$ cat src/sv/cpd_pkg.sv
package cpd_pkg;

  // datapath sizes
  localparam int unsigned STEPS        = 16;
  localparam int unsigned SAMPLE_WIDTH = 36;
  localparam int unsigned PHASE_WIDTH  = 18;
  localparam int unsigned STEP_IDX_W   = (STEPS > 1) ? $clog2(STEPS) : 1;
  localparam int unsigned TURN_LEN     = 20;
  localparam int unsigned TURN_IDX_W   = $clog2(TURN_LEN);

  // arctangent per turn scaled to 2^32, entry 0 unused
  localparam logic [31:0] TURN32 [TURN_LEN] = '{
    32'd0,        32'd316933406, 32'd167458907, 32'd85004756, 32'd42667331,
    32'd21354465, 32'd10679838,  32'd5340245,   32'd2670163,  32'd1335087,
    32'd667544,   32'd333772,    32'd166886,    32'd83443,    32'd41722,
    32'd20861,    32'd10430,     32'd5215,      32'd2608,     32'd1304
  };

  // state handed from cell to cell
  typedef struct packed {
    logic [SAMPLE_WIDTH-1:0] cq;
    logic [SAMPLE_WIDTH:0]   si;
    logic [PHASE_WIDTH-1:0]  ang;
    logic                    pos;
  } cpd_data_t;

  // arctangent table entry, first entry just under a quarter turn
  function automatic logic [PHASE_WIDTH-1:0] atan_entry(input logic [STEP_IDX_W-1:0] idx);
    logic [32:0] sum;
    logic [32:0] shr;
    sum = '0;
    shr = '0;
    if (idx == '0) begin
      atan_entry = PHASE_WIDTH'((1 << (PHASE_WIDTH - 2)) - 2);
    end else if (int'(idx) < TURN_LEN) begin
      sum = {1'b0, TURN32[TURN_IDX_W'(idx)]} + 33'(1 << (31 - PHASE_WIDTH));
      shr = sum >> (32 - PHASE_WIDTH);
      atan_entry = shr[PHASE_WIDTH-1:0];
    end else begin
      atan_entry = '0;
    end
  endfunction

endpackage

$ cat src/sv/cpd_cell.sv
module cpd_cell (
  input  logic                                 clk_i,
  input  logic                                 rst_ni,
  input  logic [cpd_pkg::STEP_IDX_W-1:0]       step_idx_i,
  input  logic                                 in_valid_i,
  output logic                                 in_ready_o,
  input  cpd_pkg::cpd_data_t                   in_data_i,
  output logic                                 out_valid_o,
  input  logic                                 out_ready_i,
  output cpd_pkg::cpd_data_t                   out_data_o
);

  logic                                valid_q;
  cpd_pkg::cpd_data_t                  data_q;
  cpd_pkg::cpd_data_t                  data_d;
  logic [cpd_pkg::SAMPLE_WIDTH:0]      shifted;
  logic [cpd_pkg::SAMPLE_WIDTH-1:0]    c_trial;
  logic [cpd_pkg::SAMPLE_WIDTH:0]      s_trial;
  logic [cpd_pkg::PHASE_WIDTH-1:0]     entry;
  logic                                take;
  logic                                load;

  assign entry = cpd_pkg::atan_entry(step_idx_i);

  // trial step
  assign shifted = in_data_i.si >> {step_idx_i, 1'b0};
  assign c_trial = in_data_i.cq + shifted[cpd_pkg::SAMPLE_WIDTH-1:0];
  assign s_trial = in_data_i.si - {1'b0, in_data_i.cq};
  assign take    = ~s_trial[cpd_pkg::SAMPLE_WIDTH];

  // restoring update, first step is the quarter-turn swap
  always_comb begin
    data_d.cq  = in_data_i.cq;
    data_d.si  = {in_data_i.si[cpd_pkg::SAMPLE_WIDTH-1:0], 1'b0};
    data_d.ang = in_data_i.ang;
    data_d.pos = in_data_i.pos;
    if (take) begin
      data_d.ang = in_data_i.pos ? (in_data_i.ang + entry) : (in_data_i.ang - entry);
      if (step_idx_i == '0) begin
        data_d.cq  = in_data_i.si[cpd_pkg::SAMPLE_WIDTH-1:0];
        data_d.si  = {in_data_i.cq, 1'b0};
        data_d.pos = ~in_data_i.pos;
      end else begin
        data_d.cq = c_trial;
        data_d.si = {s_trial[cpd_pkg::SAMPLE_WIDTH-1:0], 1'b0};
      end
    end
  end

  // stage handshake
  assign in_ready_o = ~valid_q | out_ready_i;
  assign load       = in_valid_i & in_ready_o;

  always_ff @(posedge clk_i or negedge rst_ni) begin
    if (!rst_ni) begin
      valid_q <= 1'b0;
    end else if (in_ready_o) begin
      valid_q <= in_valid_i;
    end
  end

  always_ff @(posedge clk_i) begin
    if (load) begin
      data_q <= data_d;
    end
  end

  assign out_valid_o = valid_q;
  assign out_data_o  = data_q;

endmodule

$ cat config.mk
export PLATFORM = sky130hd
export DESIGN_NAME = cpd_cell
export DESIGN_NICKNAME = d
export VERILOG_FILES = /design/src/sv/cpd_pkg.sv /design/src/sv/cpd_cell.sv
export SDC_FILE = /design/constraint.sdc
export NUM_CORES = 1
export LEC_CHECK = 0
export BUFFER_PORTS_ARGS = -buffer_cell sky130_fd_sc_hd__buf_2
export CAP_MARGIN = 20
export CORE_AREA = 2 2 186 188
export DETAILED_ROUTE_END_ITERATION = 16
export DIE_AREA = 0 0 188 190
export PLACE_DENSITY_LB_ADDON = 0.25
export SLEW_MARGIN = 20
export SYNTH_ARGS = -nofsm -noshare
export SYNTH_HDL_FRONTEND = slang
export SYNTH_SLANG_ARGS = --single-unit
$ cat constraint.sdc
create_clock -name clk_i -period 4.1 [get_ports clk_i]
set_input_delay 1.23 -clock clk_i [delete_from_list [all_inputs] [get_ports clk_i]]
set_output_delay 1.23 -clock clk_i [all_outputs]
set_load 0.005 [all_outputs]
Yosys cells after proc, flatten, opt, wreduce, memory -nomap -nowiden:

Memories as Yosys holds them, arrays and structs flattened.
Index checks and enable logic that the tools add are counted.

* register bits after elaboration: 93
* ROM bits: 1024
* bits of input ports: 100
* output and inout bits: 94
* logic and storage cells: 27
* memories kept: 1

Memories
* (no name shown): words 32, bits a word 32, rd ports 1, clocked after memory_dff 0, wr ports 0, RTL line cpd_pkg.sv:36 `sum = {1'b0, TURN32[TURN_IDX_W'(idx)]} + 33'(1 << (31 - PHASE_WIDTH));`

* add/sub/neg operators: 5
* magnitude comparators: 1
* shifts and indexed selects: 1
* muxes and demuxes: 7
* bitwise operators: 5
* reductions and logical operators: 1

Operator list (number)
* 92-bit two-way mux: 1
* 73-bit two-way mux: 1
* 32-bit two-way mux: 2
* 37-bit by 5-bit >> shifter with 36-bit output: 1
* 37-bit by 36-bit subtractor with 37-bit output: 1
* 36-bit adder: 1
* 18-bit two-way mux: 2
* 32-bit by 14-bit adder with 32-bit output (second input constant): 1
* 18-bit adder: 1
* 18-bit subtractor: 1
* 6-bit >= comparator (second input constant): 1
* 4-bit inverter with 6-bit output: 1
* 4-bit zero test: 1
* 1-bit inverter: 2
* 1-bit bitwise AND: 1
* 1-bit two-way mux: 1
* 1-bit bitwise OR: 1

Longest topological paths before layout:

* depth after elaboration: 9
* gate-level depth with buffers: 26
* gate-level depth less buffers: 25

Worst setup path after synthesis:

Ideal clock, no wire load.

* path type: in2reg
* start: in step_idx_i[1] in the netlist's numbering
* end: reg data_q, in the netlist out_data_o[15], data pin
* setup time: 262 ps
* data arrival time: 6242 ps
* required time: 3838 ps
* path slack: -2404 ps
* stages on the path: 25
* buffers on the path: 2
* cells stage by stage: inv_1 > clkbuf_1 > buf_1 > ha_1 > nand2_1 > a21boi_4 > ha_1 > nand2_1 > a221o_1 > a21o_4 > nand2b_1 > xnor2_1 > nor2_1 > and4_1 > nor2_1 > xnor2_1 > ha_1 > or2_2 > nand2_1 > a21oi_1 > o41ai_1 > o21bai_1 > a21oi_1 > xnor2_1 > mux2_1

RTL lines
* from (decl): RTL line cpd_cell.sv:4 `input logic [cpd_pkg::STEP_IDX_W-1:0] step_idx_i,`
* to (signal assigned): RTL line cpd_cell.sv:64 `data_q <= data_d;`
* to (decl): RTL line cpd_cell.sv:14 `cpd_pkg::cpd_data_t data_q;`

==> results.toml <==
[sta]
final.period_utilization_pct = 125.9
rsz0062_at_grt = "true"
hold-worst-slack_ps = 538.8
final_max_slew_viol_count = 0
relSlewSlack_pct = 26.61
slew_at_the_pin_closest_to_its_max_slew_limit_ps = 1101
worst_slack_setup_final_ps = -1063
timing_hold_violations_final = 0
period_needed_ps = 5163
finClkSkew_ps = 4.945
achievable_freq_ghz = 0.1937
finalSetupViolations = 43

[run_status]
failed_checks = "negative setup slack"
status = "complete, but fails checks"

[cells_and_area]
synthToLayoutAreaGrowth_pct = 60.61
final_cells = 2521
nNetsFinal = 2259
fraction_of_layout_instances_using_a_drive_strength_above_1_pct = 46.44
layout_filler_cell_count = 3068

[pwr]
peakVddDrop_mv = 0.2337
powerDensity_nw_per_um2 = 290.3
finalPower_mw = 5.406
cellLeakagePower_nw = 8.436

[clock_tree]
tritoncts_num_sinks = 92
cts-htree-levels = 3
cts-root-buf = "sky130_fd_sc_hd__clkbuf_16"
tritoncts = "yes"
worst_setup_hold_path_clk_slew_ps = 70
cts_inserted_buffers = 9
worst_skew_pair.late_latency_ps = 360
clock_tree.buffer_depth = 2

[synth]
synth_enable_flop_cells = 91
yosysWarnings = 0
netlist_instances = 1461
synth_seq_area_share_pct = 23.78
synth_area_per_cell_um2 = 7.936
synthArstFlopShare_pct = 1.087
postSynthNetCount = 1660
synth_seq_cells = 92
yosysUniqueCellTypes = 95
netlist_area_um2 = 11590
ys.flop_type = "sky130_fd_sc_hd__edfxtp_1"

[job]
max_cap_viol_count = 0

[setup_path]
crit_path_cell_trace = "buf_12 -> inv_6 -> ha_4 -> o211ai_1 -> a21boi_4 -> ha_4 -> nand2_1 -> a221o_1 -> a21o_4 -> o21a_1 -> a211oi_4 -> nor3_4 -> a21oi_2 -> xnor2_1 -> ha_2 -> o21a_1 -> o21ai_2 -> o21bai_4 -> a21oi_4 -> o41ai_2 -> o21bai_1 -> a21oi_1 -> xnor2_1 -> mux2_4"
timing.setup.critical_path_class = "in -> reg"
timing.critical_path.slowest_cell_delay_ps = 310
worstPathRequired_ps = 4220
cp.arrival_ps = 5280
critical_path.max_fanout = 4
critical-path-slowest-cell = "sky130_fd_sc_hd__ha_2"
crit_path_end_kind = "flop"
timing.critical_path.from_type = "input port"

[global_route]
overflow = 0
grt_util_all_layers_pct = 23.33
first_global_vias = 12940
pin_count_of_the_biggest_net_entering_global_routing = 99
first_pass_grt_wire_length_um = 66480
number_of_antenna_violations_at_the_first_check_in_global_routing = 1

[detailed_routing]
drc_violation_total_after_the_first_tritonroute_iteration = 981
postRouteWirelength_um = 44690
via_per_inst = 5.317
routedWlPerCell_um = 17.73
dr_total_vias = 13410
drc = 0
first_pass_iters = 5
antenna_left = 0

[placement]
finalWeightedCongestion = 0.9157
place.detailed.hpwl_um = 32890
placedCellCount = 2441
place.port_buffers = 192

[die]
io_pins = 194
die_width_um = 188
die_area_um2 = 35720
initial_utilization_pct = 34.16
placementRows = 68
dieHeight_um = 190
placeableCoreArea_um2 = 33950

[worst_hold_path]
path_class_of_the_lowest_slack_min_delay_path = "reg -> reg"
-- per-layer routing --
layer	vias up	track usage, %	share of wire [%]
met3	82	3.228	5.1
met2	405	40.63	48
met1	6353	29.35	43
li1	6565	-	-
met4	0	8.571	3.4
met5	-	0	0
-- where the power goes --
group / internal [mW] / switching, mW
sequential: 1.22 / 0.0279
combinational: 1.64 / 1.61
clock: 0.530 / 0.382
-- synth_stat cells, types with 4 or more instances --
master | count | area [µm²]
sky130_fd_sc_hd__a211o_1 | 4 | 35.03
sky130_fd_sc_hd__a211oi_1 | 24 | 180.2
sky130_fd_sc_hd__a21o_1 | 31 | 232.7
sky130_fd_sc_hd__a21oi_1 | 155 | 775.7
sky130_fd_sc_hd__a31oi_1 | 39 | 244.0
sky130_fd_sc_hd__and2_1 | 13 | 81.33
sky130_fd_sc_hd__and3_1 | 13 | 81.33
sky130_fd_sc_hd__buf_1 | 9 | 33.78
sky130_fd_sc_hd__buf_2 | 17 | 85.08
sky130_fd_sc_hd__buf_4 | 4 | 30.03
sky130_fd_sc_hd__buf_6 | 7 | 78.83
sky130_fd_sc_hd__clkbuf_1 | 43 | 161.4
sky130_fd_sc_hd__edfxtp_1 | 91 | 2733
sky130_fd_sc_hd__ha_1 | 96 | 1201
sky130_fd_sc_hd__inv_1 | 63 | 236.5
sky130_fd_sc_hd__mux2_1 | 7 | 78.83
sky130_fd_sc_hd__mux2_2 | 5 | 56.30
sky130_fd_sc_hd__mux2i_1 | 48 | 480.5
sky130_fd_sc_hd__mux4_2 | 7 | 157.7
sky130_fd_sc_hd__nand2_1 | 157 | 589.3
sky130_fd_sc_hd__nand2b_1 | 22 | 137.6
sky130_fd_sc_hd__nand3_1 | 22 | 110.1
sky130_fd_sc_hd__nand3b_1 | 4 | 30.03
sky130_fd_sc_hd__nand4_1 | 13 | 81.33
sky130_fd_sc_hd__nor2_1 | 155 | 581.8
sky130_fd_sc_hd__nor2b_1 | 19 | 118.9
sky130_fd_sc_hd__nor3_1 | 32 | 160.2
sky130_fd_sc_hd__nor3b_1 | 5 | 37.54
sky130_fd_sc_hd__nor4_1 | 5 | 31.28
sky130_fd_sc_hd__nor4b_1 | 4 | 35.03
sky130_fd_sc_hd__o2111ai_1 | 4 | 35.03
sky130_fd_sc_hd__o211ai_1 | 27 | 202.7
sky130_fd_sc_hd__o21a_1 | 17 | 127.6
sky130_fd_sc_hd__o21ai_0 | 74 | 370.4
sky130_fd_sc_hd__o21ai_1 | 16 | 80.08
sky130_fd_sc_hd__o21bai_1 | 7 | 52.55
sky130_fd_sc_hd__o22ai_1 | 5 | 31.28
sky130_fd_sc_hd__o31ai_1 | 5 | 37.54
sky130_fd_sc_hd__or2_2 | 8 | 50.05
sky130_fd_sc_hd__or3_1 | 8 | 50.05
sky130_fd_sc_hd__xnor2_1 | 49 | 429.2
sky130_fd_sc_hd__xor2_1 | 41 | 359.1
-- worst max-delay path: cells and delay by family --
family / cells / cell delay [ps]
AND/OR/NAND/NOR: 2 / 110
adder cells (fa/ha/maj): 3 / 610
XOR/XNOR: 2 / 240
buffers and inverters: 2 / 140
AO/OA/AOI/OAI: 14 / 2690
multiplexers: 1 / 250
-- timing repair --
item	in CTS	in global routing
setup buffers	17	42
resized for setup	113	189
pin swaps	56	87
gates cloned	3	6
endpoints found under the setup margin	91	90
hold buffers	0	0
-- cell families after synthesis --
logic type               Yosys count  synth area share (%)
buffers and inverters            147                 5.730
AO/OA/AOI/OAI                    468                 26.09
adder cells (fa/ha/maj)           99                 10.88
multiplexers                      67                 6.669
flip-flops                        92                 23.78
other                              1               0.03234
AND/OR/NAND/NOR                  497                 20.02
XOR/XNOR                          90                 6.798
-- per-stage QoR --
step,TNS [ps],util [%],instance area [µm²],setup slack (ps)
6_report,-31110,54.86,18620,-1063
5_1_grt,-37110,54.86,18620,-1275
4_1_cts,-25080,50.79,17240,-974.2
3_5_place_dp,-84800,47.71,16200,-1631
3_3_place_gp,-84430,47.71,16200,-1547
2_1_floorplan,-25580,-,11980,-1560
-- flip-flops by register name, summed over array words and instances, names as in the netlist --
register and count:
out_valid_o 1, out_data_o 91
-- area by class of cell --
class                      instances  area, µm²  share of cell area, %
sequential                        92       2758                  14.81
timing repair buffer             672       5054                  27.14
inverter                          63      254.0                  1.364
tap                              455      569.3                  3.057
clock buffer                      10      229.0                  1.230
antenna                            1      2.502                0.01344
clock inverter                     6      78.83                 0.4233
multi-input combinational       1222       9678                  51.97
-- layout by cell type, fill, tap and decap left out, types with 27 or more instances in the layout --
master / instances
sky130_fd_sc_hd__o21ai_0: 49
sky130_fd_sc_hd__a21oi_2: 40
sky130_fd_sc_hd__buf_2: 188
sky130_fd_sc_hd__o211ai_1: 27
sky130_fd_sc_hd__nand2_1: 150
sky130_fd_sc_hd__a31oi_1: 31
sky130_fd_sc_hd__o21ai_1: 29
sky130_fd_sc_hd__a21o_1: 31
sky130_fd_sc_hd__ha_1: 68
sky130_fd_sc_hd__edfxtp_1: 91
sky130_fd_sc_hd__inv_1: 57
sky130_fd_sc_hd__buf_4: 427
sky130_fd_sc_hd__xor2_1: 41
sky130_fd_sc_hd__xnor2_1: 36
sky130_fd_sc_hd__nor2_1: 144
sky130_fd_sc_hd__buf_6: 29
sky130_fd_sc_hd__a21oi_1: 110
sky130_fd_sc_hd__mux2i_1: 29
-- worst paths after layout --
path | start | cells past startpoint | slack, ps | end
max reg2reg | out_valid_o | 3 | 2330 | out_data_o[34]
min in group asynchronous | rst_ni | 1 | 630 | out_valid_o
min reg2reg | out_valid_o | 2 | 540 | out_valid_o
max in group asynchronous | rst_ni | 1 | 3390 | out_valid_o
min | out_valid_o | 2 | 540 | out_valid_o
max | step_idx_i[0] | 24 | -1060 | out_data_o[15]
Power figures use the tool's default switching activity.
