`src/sv/cpd_pkg.sv`:
```
package cpd_pkg;

  // datapath sizes
  localparam int unsigned STEPS        = 16;
  localparam int unsigned SAMPLE_WIDTH = 36;
  localparam int unsigned PHASE_WIDTH  = 18;
  localparam int unsigned STEP_IDX_W   = (STEPS > 1) ? $clog2(STEPS) : 1;
  localparam int unsigned TURN_LEN     = 20;
  localparam int unsigned TURN_IDX_W   = $clog2(TURN_LEN);

  // arctangent per turn scaled to 2^32, entry 0 unused
  localparam logic [31:0] TURN32 [TURN_LEN] = '{
    32'd0,        32'd316933406, 32'd167458907, 32'd85004756, 32'd42667331,
    32'd21354465, 32'd10679838,  32'd5340245,   32'd2670163,  32'd1335087,
    32'd667544,   32'd333772,    32'd166886,    32'd83443,    32'd41722,
    32'd20861,    32'd10430,     32'd5215,      32'd2608,     32'd1304
  };

  // state handed from cell to cell
  typedef struct packed {
    logic [SAMPLE_WIDTH-1:0] cq;
    logic [SAMPLE_WIDTH:0]   si;
    logic [PHASE_WIDTH-1:0]  ang;
    logic                    pos;
  } cpd_data_t;

  // arctangent table entry, first entry just under a quarter turn
  function automatic logic [PHASE_WIDTH-1:0] atan_entry(input logic [STEP_IDX_W-1:0] idx);
    logic [32:0] sum;
    logic [32:0] shr;
    sum = '0;
    shr = '0;
    if (idx == '0) begin
      atan_entry = PHASE_WIDTH'((1 << (PHASE_WIDTH - 2)) - 2);
    end else if (int'(idx) < TURN_LEN) begin
      sum = {1'b0, TURN32[TURN_IDX_W'(idx)]} + 33'(1 << (31 - PHASE_WIDTH));
      shr = sum >> (32 - PHASE_WIDTH);
      atan_entry = shr[PHASE_WIDTH-1:0];
    end else begin
      atan_entry = '0;
    end
  endfunction

endpackage

```
`src/sv/cpd_prep.sv`:
```
module cpd_prep (
  input  logic [cpd_pkg::SAMPLE_WIDTH-1:0] cos_part_i,
  input  logic [cpd_pkg::SAMPLE_WIDTH-1:0] sin_part_i,
  output cpd_pkg::cpd_data_t               data_o
);

  localparam logic [cpd_pkg::PHASE_WIDTH-1:0] HalfTurn =
    cpd_pkg::PHASE_WIDTH'(1 << (cpd_pkg::PHASE_WIDTH - 1));
  localparam logic [cpd_pkg::PHASE_WIDTH-1:0] One = cpd_pkg::PHASE_WIDTH'(1);
  localparam logic [cpd_pkg::PHASE_WIDTH-1:0] Two = cpd_pkg::PHASE_WIDTH'(2);

  logic cneg;
  logic sneg;
  logic [cpd_pkg::PHASE_WIDTH-1:0] base_ang;

  assign cneg = cos_part_i[cpd_pkg::SAMPLE_WIDTH-1];
  assign sneg = sin_part_i[cpd_pkg::SAMPLE_WIDTH-1];

  // starting angle from the quadrant
  always_comb begin
    base_ang = (sneg ? HalfTurn : '0) + One;
    if (cneg != sneg) begin
      base_ang = base_ang + HalfTurn - Two;
    end
  end

  // one's complement magnitudes
  always_comb begin
    data_o.cq  = cneg ? ~cos_part_i : cos_part_i;
    data_o.si  = {1'b0, (sneg ? ~sin_part_i : sin_part_i)};
    data_o.ang = base_ang;
    data_o.pos = (cneg == sneg);
  end

endmodule

```
`config.mk`:
```
export PLATFORM = sky130hd
export DESIGN_NAME = cpd_prep
export DESIGN_NICKNAME = d
export VERILOG_FILES = /design/src/sv/cpd_pkg.sv /design/src/sv/cpd_prep.sv
export SDC_FILE = /design/constraint.sdc
export NUM_CORES = 1
export LEC_CHECK = 0
export BUFFER_PORTS_ARGS = -buffer_cell sky130_fd_sc_hd__buf_2
export CORE_MARGIN = 4
export CORE_UTILIZATION = 28
export DETAILED_ROUTE_END_ITERATION = 6
export GPL_ROUTABILITY_DRIVEN = 0
export PLACE_DENSITY_LB_ADDON = 0.2
export SYNTH_ARGS = -nofsm -noshare
export SYNTH_HDL_FRONTEND = slang
export SYNTH_SLANG_ARGS = --single-unit
export TNS_END_PERCENT = 5
```
`constraint.sdc`:
```
create_clock -name vclk -period 1.6
set_clock_uncertainty 0.1 [all_clocks]
set_input_delay 0.08 -clock vclk [all_inputs]
set_output_delay 0.08 -clock vclk [all_outputs]
set_load 0.03 [all_outputs]
```
* After elaboration in Yosys (flattened, before gate mapping)
Index checks and enable logic that the tools add are counted.
Word-level totals: output and inout bits 92, bits of input ports 72, word-level logic and storage cells 11, register bits 0
Operators by class: eq/ne operators 2, bitwise logic cells 2, mux-type cells 4, add/subtract/negate cells 3
Operator list (number):
- 2-to-1 mux 36 bit | 2
- inverter 36 bit | 2
- 2-to-1 mux 18 bit | 2
- adder 18 x 1 -> 18 bit, second input constant | 1
- adder 18 bit, second input constant | 1
- subtractor 18 x 2 -> 18 bit, second input constant | 1
- equality test 1 bit | 1
- inequality test 1 bit | 1

* Depth between registers and ports, before layout
Gate-level depths: netlist of the first run.
depth in word-level cells 5, gate-level depth with buffers 4, mapped depth without buffers 1

* Worst setup path after synthesis of the first run
No wires, ideal clock.
kind input to output, start point input cos_part_i[35] in the netlist's numbering, end point output data_o[10] in the netlist's numbering, arrival 1.704 ns, stages on the path 4, buffers on the path 3, setup slack -0.284 ns, cell sequence buf_6 -> buf_12 -> xor2_1 -> buf_4
RTL lines:
- start, declared | RTL line cpd_prep.sv:2 | input logic [cpd_pkg::SAMPLE_WIDTH-1:0] cos_part_i,
- end, declared | RTL line cpd_prep.sv:4 | output cpd_pkg::cpd_data_t data_o

==> impl_metrics.py, run 1 <==
metrics = {
    "timing": {
        "timing.fmax_mhz": 882,
        "slew_viol_final": 0,
        "worst-slew-pin-transition_ns": 0.501,
        "slew-limit-headroom_pct": 66.6,
        "hold_violations": 0,
        "fin_crit_sh_pct": 70.9,
        "setup_violations": 0,
        "final.setup.tns_ns": 0,
        "rsz0062_at_grt": "no",
        "period_minus_slack_ns": 1.13,
    },
    "die": {
        "start_util_pct": 29.8,
        "core_area_um2": 3130,
        "dieArea_um2": 4310,
        "fp.dieW_um": 65.7,
        "rows": 20,
        "io_pins": 164,
        "die_h_um": 65.7,
    },
    "placement": {
        "dp_cells": 282,
        "dp_hpwl_mm": 2.78,
        "postPlaceCellArea_um2": 1550,
        "io_buffer_count": 160,
    },
    "route": {
        "firstDrtPassIters": 2,
        "drc": 0,
        "drtAntennaViolNets": 0,
        "initialDrtViolationCount": 14,
        "vias": 1050,
        "vias_per_cell": 3.72,
        "wl_per_cell_um": 10.9,
        "drt_wl_total_mm": 3.09,
    },
    "min_path": {
        "min_from": "sin_part_i[12]",
        "min_delay_path_depth": 3,
        "min_path_type": "in -> out",
        "min_to": "data_o[31]",
    },
    "synth": {
        "synth.distinct_cells": 6,
        "yosysWarnings": 0,
        "avgSynthCellArea_um2": 9.13,
        "yosysSeqAreaShare_pct": 0,
        "synth_most_common_cell": "xor2_1",
        "ys_top_cells_by_count": "71 x xor2_1, 20 x buf_4, 6 x buf_12",
        "syn_inst": 102,
        "syn_area_um2": 931,
        "synth_area_leaders": "xor2_1 67%, buf_4 16%, buf_12 13%, buf_6 2.4%, xnor2_1 0.94%",
        "synth_top_area_share_pct": 66.8,
        "synth_top_area_cell": "xor2_1",
    },
    "setup_path": {
        "cpMaxStageDelayCell": "xor2_2",
        "crit_path_cell_trace": "buf_2 > xor2_2 > buf_2",
        "crit_top_cell": "buf_2",
        "worstPathRequired_ns": 1.42,
        "cp-start-kind": "input port",
        "critPathMaxFanout": 16,
        "worstSetupPathType": "in -> out",
        "slowest_delay_ns": 0.44,
        "arrival_ns": 0.95,
        "end_kind": "primary output",
    },
    "power": {
        "p_leak_nw": 0.968,
        "p_total_mw": 0.990,
        "power_density_nw_per_um2": 639,
        "ir_drop_v": 0.000345,
    },
    "global_routing": {
        "grt_use_total_pct": 12.2,
        "grt_pass1_vias": 937,
        "grt_max_degree": 38,
        "antenna_found_initial": 0,
        "overflow": 0,
        "grt_pass1_wl_mm": 4.42,
    },
    "final_layout": {
        "regArea_um2": 0,
        "multi_input_area_um2": 653,
        "nFillCells": 321,
        "seq_cell_count": 0,
        "area_growth_pct": 66.4,
        "final_cells": 282,
        "drive_gt1_share_pct": 68.5,
        "antennaDiodeCount": 0,
        "clock_buffer_count": 0,
        "final_area_um2": 1550,
        "layout.nets": 312,
    },
    "clock_network": {
        "postCtsSetupBuffers": 0,
        "hold_buffers": 0,
        "cts_resized": 0,
    },
    "job": {
        "max_cap_violations": 0,
    },
    "status": {
        "outcome": "finished clean",
    },
}
cell type report:
type	instances	share of cell area [%]
well taps	44	3.55
repair buffers	162	54.3
multi-input cells	76	42.2
metal layers:
metal,global-route usage (%),vias to the layer above,routed length (um)
met5,0,-,0
met4,0,0,0
met3,4.79,0,547
met2,22.2,92,1480
met1,14.1,414,1060
li1,-,544,-
kinds of logic (layout without fill, tap and decap cells):
group | after synthesis | in the layout | share of synthesized area, %
buf+inv | 28 | 162 | 31.5
xor+xnor | 72 | 72 | 67.7
other cells | 2 | 4 | 0.807
metrics by stage:
stage | util (%) | hold slack, ns | setup slack (ns)
after detailed placement | 49.5 | 0.358 | 0.425
after global routing | 49.5 | 0.369 | 0.276
final | 49.5 | 0.357 | 0.466
after global placement | 49.5 | 0.357 | 0.458
after CTS | 49.5 | 0.358 | 0.414
after floorplan | - | 0.192 | 0.123
placed cells by master, fill, tap and decap left out:
| cell type | instances |
|---|---|
| xor2_1 | 70 |
| buf_2 | 160 |
| buf_12 | 2 |
| xnor2_1 | 1 |
| xor2_2 | 1 |
| conb_1 | 4 |
how the worst max path moves through the flow:
stage / start / to / slack [ns] / cells after the start
after floorplan: cos_part_i[35] / data_o[10] / 0.12 / 4
after global placement: sin_part_i[35] / data_o[16] / 0.46 / 3
after detailed placement: sin_part_i[35] / data_o[13] / 0.42 / 3
after CTS: sin_part_i[35] / data_o[13] / 0.41 / 3
after global routing: sin_part_i[35] / data_o[6] / 0.28 / 3
final: sin_part_i[35] / data_o[13] / 0.47 / 3
critical path, delay by kind of cell:
family	cells	cell delay (ns)
XOR/XNOR	1	0.44
buffers and inverters	2	0.42
power by group:
group	switching (mW)	internal, mW
logic	0.694	0.295
registers	0	0
clock network	0	0
(Power assumes the default switching activity.)
==> run 2, diff against run 1 <==
ABC_AREA = 1   (was not set)
CORE_UTILIZATION = 35   (was 28)
clock period = 1.1 ns   (was 1.6 ns; I/O delays follow)
==> impl_metrics.py, run 2 <==
metrics = {
    "timing": {
        "timing.fmax_mhz": 1020,
        "fin_crit_sh_pct": 89.0,
        "layout_setup_ws_ns": 0.120,
        "setup_violations": 0,
        "hold_violations": 0,
        "holdWs_ns": 0.369,
        "period_minus_slack_ns": 0.980,
        "rsz0062_at_grt": "no",
        "slew_viol_final": 0,
        "final.setup.tns_ns": 0,
    },
    "route": {
        "firstDrtPassIters": 4,
        "routed-wl-met3_um": 603,
        "wl_per_cell_um": 8.64,
        "drt_wl_total_mm": 4.39,
        "drtAntennaViolNets": 0,
        "vias": 2046,
        "vias_per_cell": 4.03,
        "initialDrtViolationCount": 52,
        "highest_layer": "met4",
        "wirelength_met1_mm": 1.76,
        "drc": 0,
        "wl_met2_mm": 1.98,
    },
    "synth": {
        "syn_area_um2": 1370,
        "yosysWarnings": 0,
        "synth_top_area_cell": "nand2_1",
        "synth.distinct_cells": 6,
        "ys_top_cells_by_count": "216 x nand2_1, 70 x inv_1, 26 x buf_4",
        "synth_top_area_share_pct": 59.0,
        "yosysSeqAreaShare_pct": 0,
        "syn_inst": 324,
        "synth_most_common_cell": "nand2_1",
        "avgSynthCellArea_um2": 4.24,
        "synth_area_leaders": "nand2_1 59%, inv_1 19%, buf_4 14%, buf_6 6.6%, conb_1 0.55%",
    },
    "job": {
        "max_cap_violations": 0,
    },
    "setup_path": {
        "crit_path_cell_trace": "buf_2 > inv_2 > buf_12 > nand2_1 > nand2_1 > buf_2",
        "crit_cells": 6,
        "cpMaxStageDelayCell": "buf_2",
        "worstPathRequired_ns": 0.94,
        "cp-start-kind": "input port",
        "critPathMaxFanout": 17,
        "cp_num_buf_inv": 4,
        "arrival_ns": 0.82,
        "worstSetupPathType": "in -> out",
        "startpoint": "cos_part_i[35]",
        "crit_end": "data_o[67]",
        "slowest_delay_ns": 0.19,
        "end_kind": "primary output",
        "critPathTopFamily": "buffers and inverters",
    },
    "final_layout": {
        "mostFrequentLayoutCells": "215 x nand2_1, 160 x buf_2, 70 x inv_1",
        "seq_cell_count": 0,
        "regArea_um2": 0,
        "drive_gt1_share_pct": 37.2,
        "final_cells": 508,
        "antennaDiodeCount": 0,
        "utilization_pct": 56.2,
        "final_common_cell": "nand2_1",
        "final_area_um2": 2090,
        "area_growth_pct": 51.9,
        "layout.nets": 534,
        "clock_buffer_count": 0,
    },
    "status": {
        "outcome": "finished clean",
    },
    "global_routing": {
        "grt_max_degree": 30,
        "antenna_found_initial": 0,
        "overflow": 0,
        "grt_use_total_pct": 15.9,
        "grt_pass1_vias": 1727,
        "grt_pass1_wl_mm": 7.13,
    },
    "power": {
        "power_density_nw_per_um2": 637,
        "p_total_mw": 1.33,
        "ir_drop_v": 0.000322,
        "p_leak_nw": 1.74,
    },
    "die": {
        "io_pins": 164,
        "core_area_um2": 3720,
        "fp.dieW_um": 70.7,
        "rows": 22,
        "dieArea_um2": 4990,
        "die_h_um": 70.7,
        "start_util_pct": 37.0,
    },
    "min_path": {
        "min_delay_path_depth": 4,
        "min_path_type": "in -> out",
    },
    "placement": {
        "dp_cells": 508,
        "dp_slack_ns": 0.0750,
        "io_buffer_count": 160,
        "dp_hpwl_mm": 3.73,
        "postPlaceCellArea_um2": 2080,
    },
    "clock_network": {
        "cts_resized": 0,
        "postCtsSetupBuffers": 0,
        "hold_buffers": 0,
    },
}
run 2: metal layers:
metal | track usage, % | up-vias
met5 | 0 | -
met4 | 1.04 | 0
met3 | 3.84 | 4
met2 | 28.8 | 104
met1 | 20.0 | 802
li1 | - | 1136
run 2: cell type report:
class                      count  area, um2
fill                         395       1630
inverter                      72        270
multi-input combinational    220        833
tap                           48       60.1
timing repair buffer         168        923
run 2: power by group:
| part | switching, mW | total (mW) | internal, mW | leakage [nW] |
|---|---|---|---|---|
| registers | 0 | 0 | 0 | 0 |
| clock network | 0 | 0 | 0 | 0 |
| logic | 0.915 | 1.33 | 0.414 | 1.74 |
run 2: cell families (layout without fill, tap and decap cells):
logic type,after synthesis,in the layout,share of synthesized area [%]
simple gates,216,216,59.0
buf+inv,106,240,40.4
other cells,2,4,0.547
run 2: how the worst min path moves through the flow:
| stage | from | to | slack [ns] |
|---|---|---|---|
| 2_1_floorplan | sin_part_i[35] | data_o[18] | 0.14 |
| 3_3_place_gp | sin_part_i[21] | data_o[40] | 0.36 |
| 3_5_place_dp | sin_part_i[12] | data_o[31] | 0.37 |
| 4_1_cts | sin_part_i[12] | data_o[31] | 0.37 |
| 5_1_grt | sin_part_i[27] | data_o[46] | 0.39 |
| 6_report | sin_part_i[12] | data_o[31] | 0.37 |
==> run 3, diff against run 2 <==
==> constraint.sdc (replaced) <==
create_clock -name vclk -period 1.1
set_clock_uncertainty 0.1 [all_clocks]
set_input_delay 0.165 -clock vclk [all_inputs]
set_output_delay 0.165 -clock vclk [all_outputs]
set_load 0.03 [all_outputs]
==> impl_metrics.py, run 3 (synthesis gave the netlist of run 2 again) <==
metrics = {
    "setup_path": {
        "crit_path_cell_trace": "buf_12 > clkinv_8 > clkbuf_16 > nand2_1 > nand2_1 > buf_4",
        "critPathMaxFanout": 9,
        "slowest_delay_ns": 0.17,
        "critPathTopFamily": "buffers and inverters",
        "crit_top_cell": "nand2_1",
        "crit_end": "data_o[26]",
        "cpMaxStageDelayCell": "clkbuf_16",
        "cp_num_buf_inv": 4,
        "cp-start-kind": "input port",
        "startpoint": "sin_part_i[35]",
        "end_kind": "primary output",
        "arrival_ns": 0.83,
        "crit_cells": 6,
        "worstSetupPathType": "in -> out",
        "worstPathRequired_ns": 0.83,
    },
    "timing": {
        "layout_setup_ws_ns": 0.00709,
        "slew_viol_final": 0,
        "period_minus_slack_ns": 1.09,
        "timing.fmax_mhz": 915,
        "hold_violations": 0,
        "setup_violations": 0,
        "fin_crit_sh_pct": 99.4,
        "holdWs_ns": 0.530,
        "rsz0062_at_grt": "yes",
        "final.setup.tns_ns": 0,
    },
    "final_layout": {
        "area_growth_pct": 98.0,
        "drive_gt1_share_pct": 39.3,
        "clock_buffer_count": 0,
        "final_cells": 516,
        "antennaDiodeCount": 0,
        "final_common_cell": "nand2_1",
        "seq_cell_count": 0,
        "nFillCells": 329,
        "mostFrequentLayoutCells": "210 x nand2_1, 73 x buf_2, 70 x inv_1",
        "multi_input_area_um2": 893,
        "layout.nets": 542,
        "regArea_um2": 0,
    },
    "route": {
        "initialDrtViolationCount": 58,
        "vias": 2227,
        "drc": 0,
        "drtAntennaViolNets": 0,
        "vias_per_cell": 4.32,
        "drt_wl_total_mm": 5.74,
        "wl_per_cell_um": 11.1,
        "firstDrtPassIters": 5,
    },
    "power": {
        "ir_drop_v": 0.000329,
        "power_density_nw_per_um2": 633,
        "p_total_mw": 1.72,
        "p_leak_nw": 1.96,
    },
    "placement": {
        "io_buffer_count": 160,
        "dp_slack_ns": -0.0923,
        "dp_cells": 510,
        "dp_hpwl_mm": 3.83,
    },
    "global_routing": {
        "grt_use_total_pct": 19.4,
        "grt_max_degree": 20,
        "antenna_found_initial": 0,
        "overflow": 0,
        "grt_pass1_vias": 1915,
        "grt_pass1_wl_mm": 8.39,
    },
    "clock_network": {
        "postCtsSetupBuffers": 0,
        "hold_buffers": 0,
    },
    "die": {
        "io_pins": 164,
        "rows": 22,
        "core_area_um2": 3720,
        "die_h_um": 70.7,
        "dieArea_um2": 4990,
        "start_util_pct": 37.0,
        "fp.dieW_um": 70.7,
    },
    "status": {
        "outcome": "finished clean",
    },
    "min_path": {
        "min_path_type": "in -> out",
    },
    "job": {
        "max_cap_violations": 0,
    },
}
[run 3: changes by cell type in the layout (fill, tap and decap cells not counted), moves of 2 or more]
cell and change:
nand2_1 -5, buf_16 +3, buf_4 +39, inv_2 -2
buf_2 -87, nand2_8 +3, buf_6 +44, clkbuf_4 +4
nand2_2 +3
[run 3: timing repair]
item                       in CTS  in global routing
hold endpoints to repair        0                  0
setup endpoints to repair      82                 51
gates resized for setup       128                 26
gates cloned                    5                  1
pin swaps                       2                  1
[run 3: power breakdown]
part | switching [mW] | internal, mW | leakage [nW] | total [mW]
clock | 0 | 0 | 0 | 0
combinational | 1.01 | 0.706 | 1.96 | 1.72
sequential | 0 | 0 | 0 | 0
[run 3: per-stage QoR]
step                      utilization (%)  instance area (um2)
after CTS                            70.3                 2610
after detailed placement             56.9                 2110
after global placement               56.9                 2110
final                                73.2                 2720
after global routing                 73.2                 2720
after floorplan                         -                 1460
[run 3: area by class of cell]
| cell class | count | area share [%] |
|---|---|---|
| inverters | 72 | 10.5 |
| multi-input cells | 221 | 32.8 |
| well taps | 48 | 2.21 |
| repair buffers | 175 | 54.5 |
[run 3: worst min path at each step]
| stage | startpoint | endpoint | slack [ns] | cells past startpoint |
|---|---|---|---|---|
| floorplan | sin_part_i[35] | data_o[18] | 0.36 | 1 |
| global route | sin_part_i[35] | data_o[18] | 0.54 | 2 |
| finish | sin_part_i[35] | data_o[18] | 0.53 | 2 |
| detailed placement | sin_part_i[35] | data_o[18] | 0.54 | 2 |
| global placement | sin_part_i[35] | data_o[18] | 0.53 | 2 |
| CTS | sin_part_i[35] | data_o[18] | 0.54 | 2 |
[run 3: layer usage]
layer  up-vias  GRT usage (%)  wire length, um
met5         -              0                0
met4         0           1.04               42
met3         4           4.69              664
met2       108           38.1             3000
met1       957           22.1             2030
li1       1158              -                -
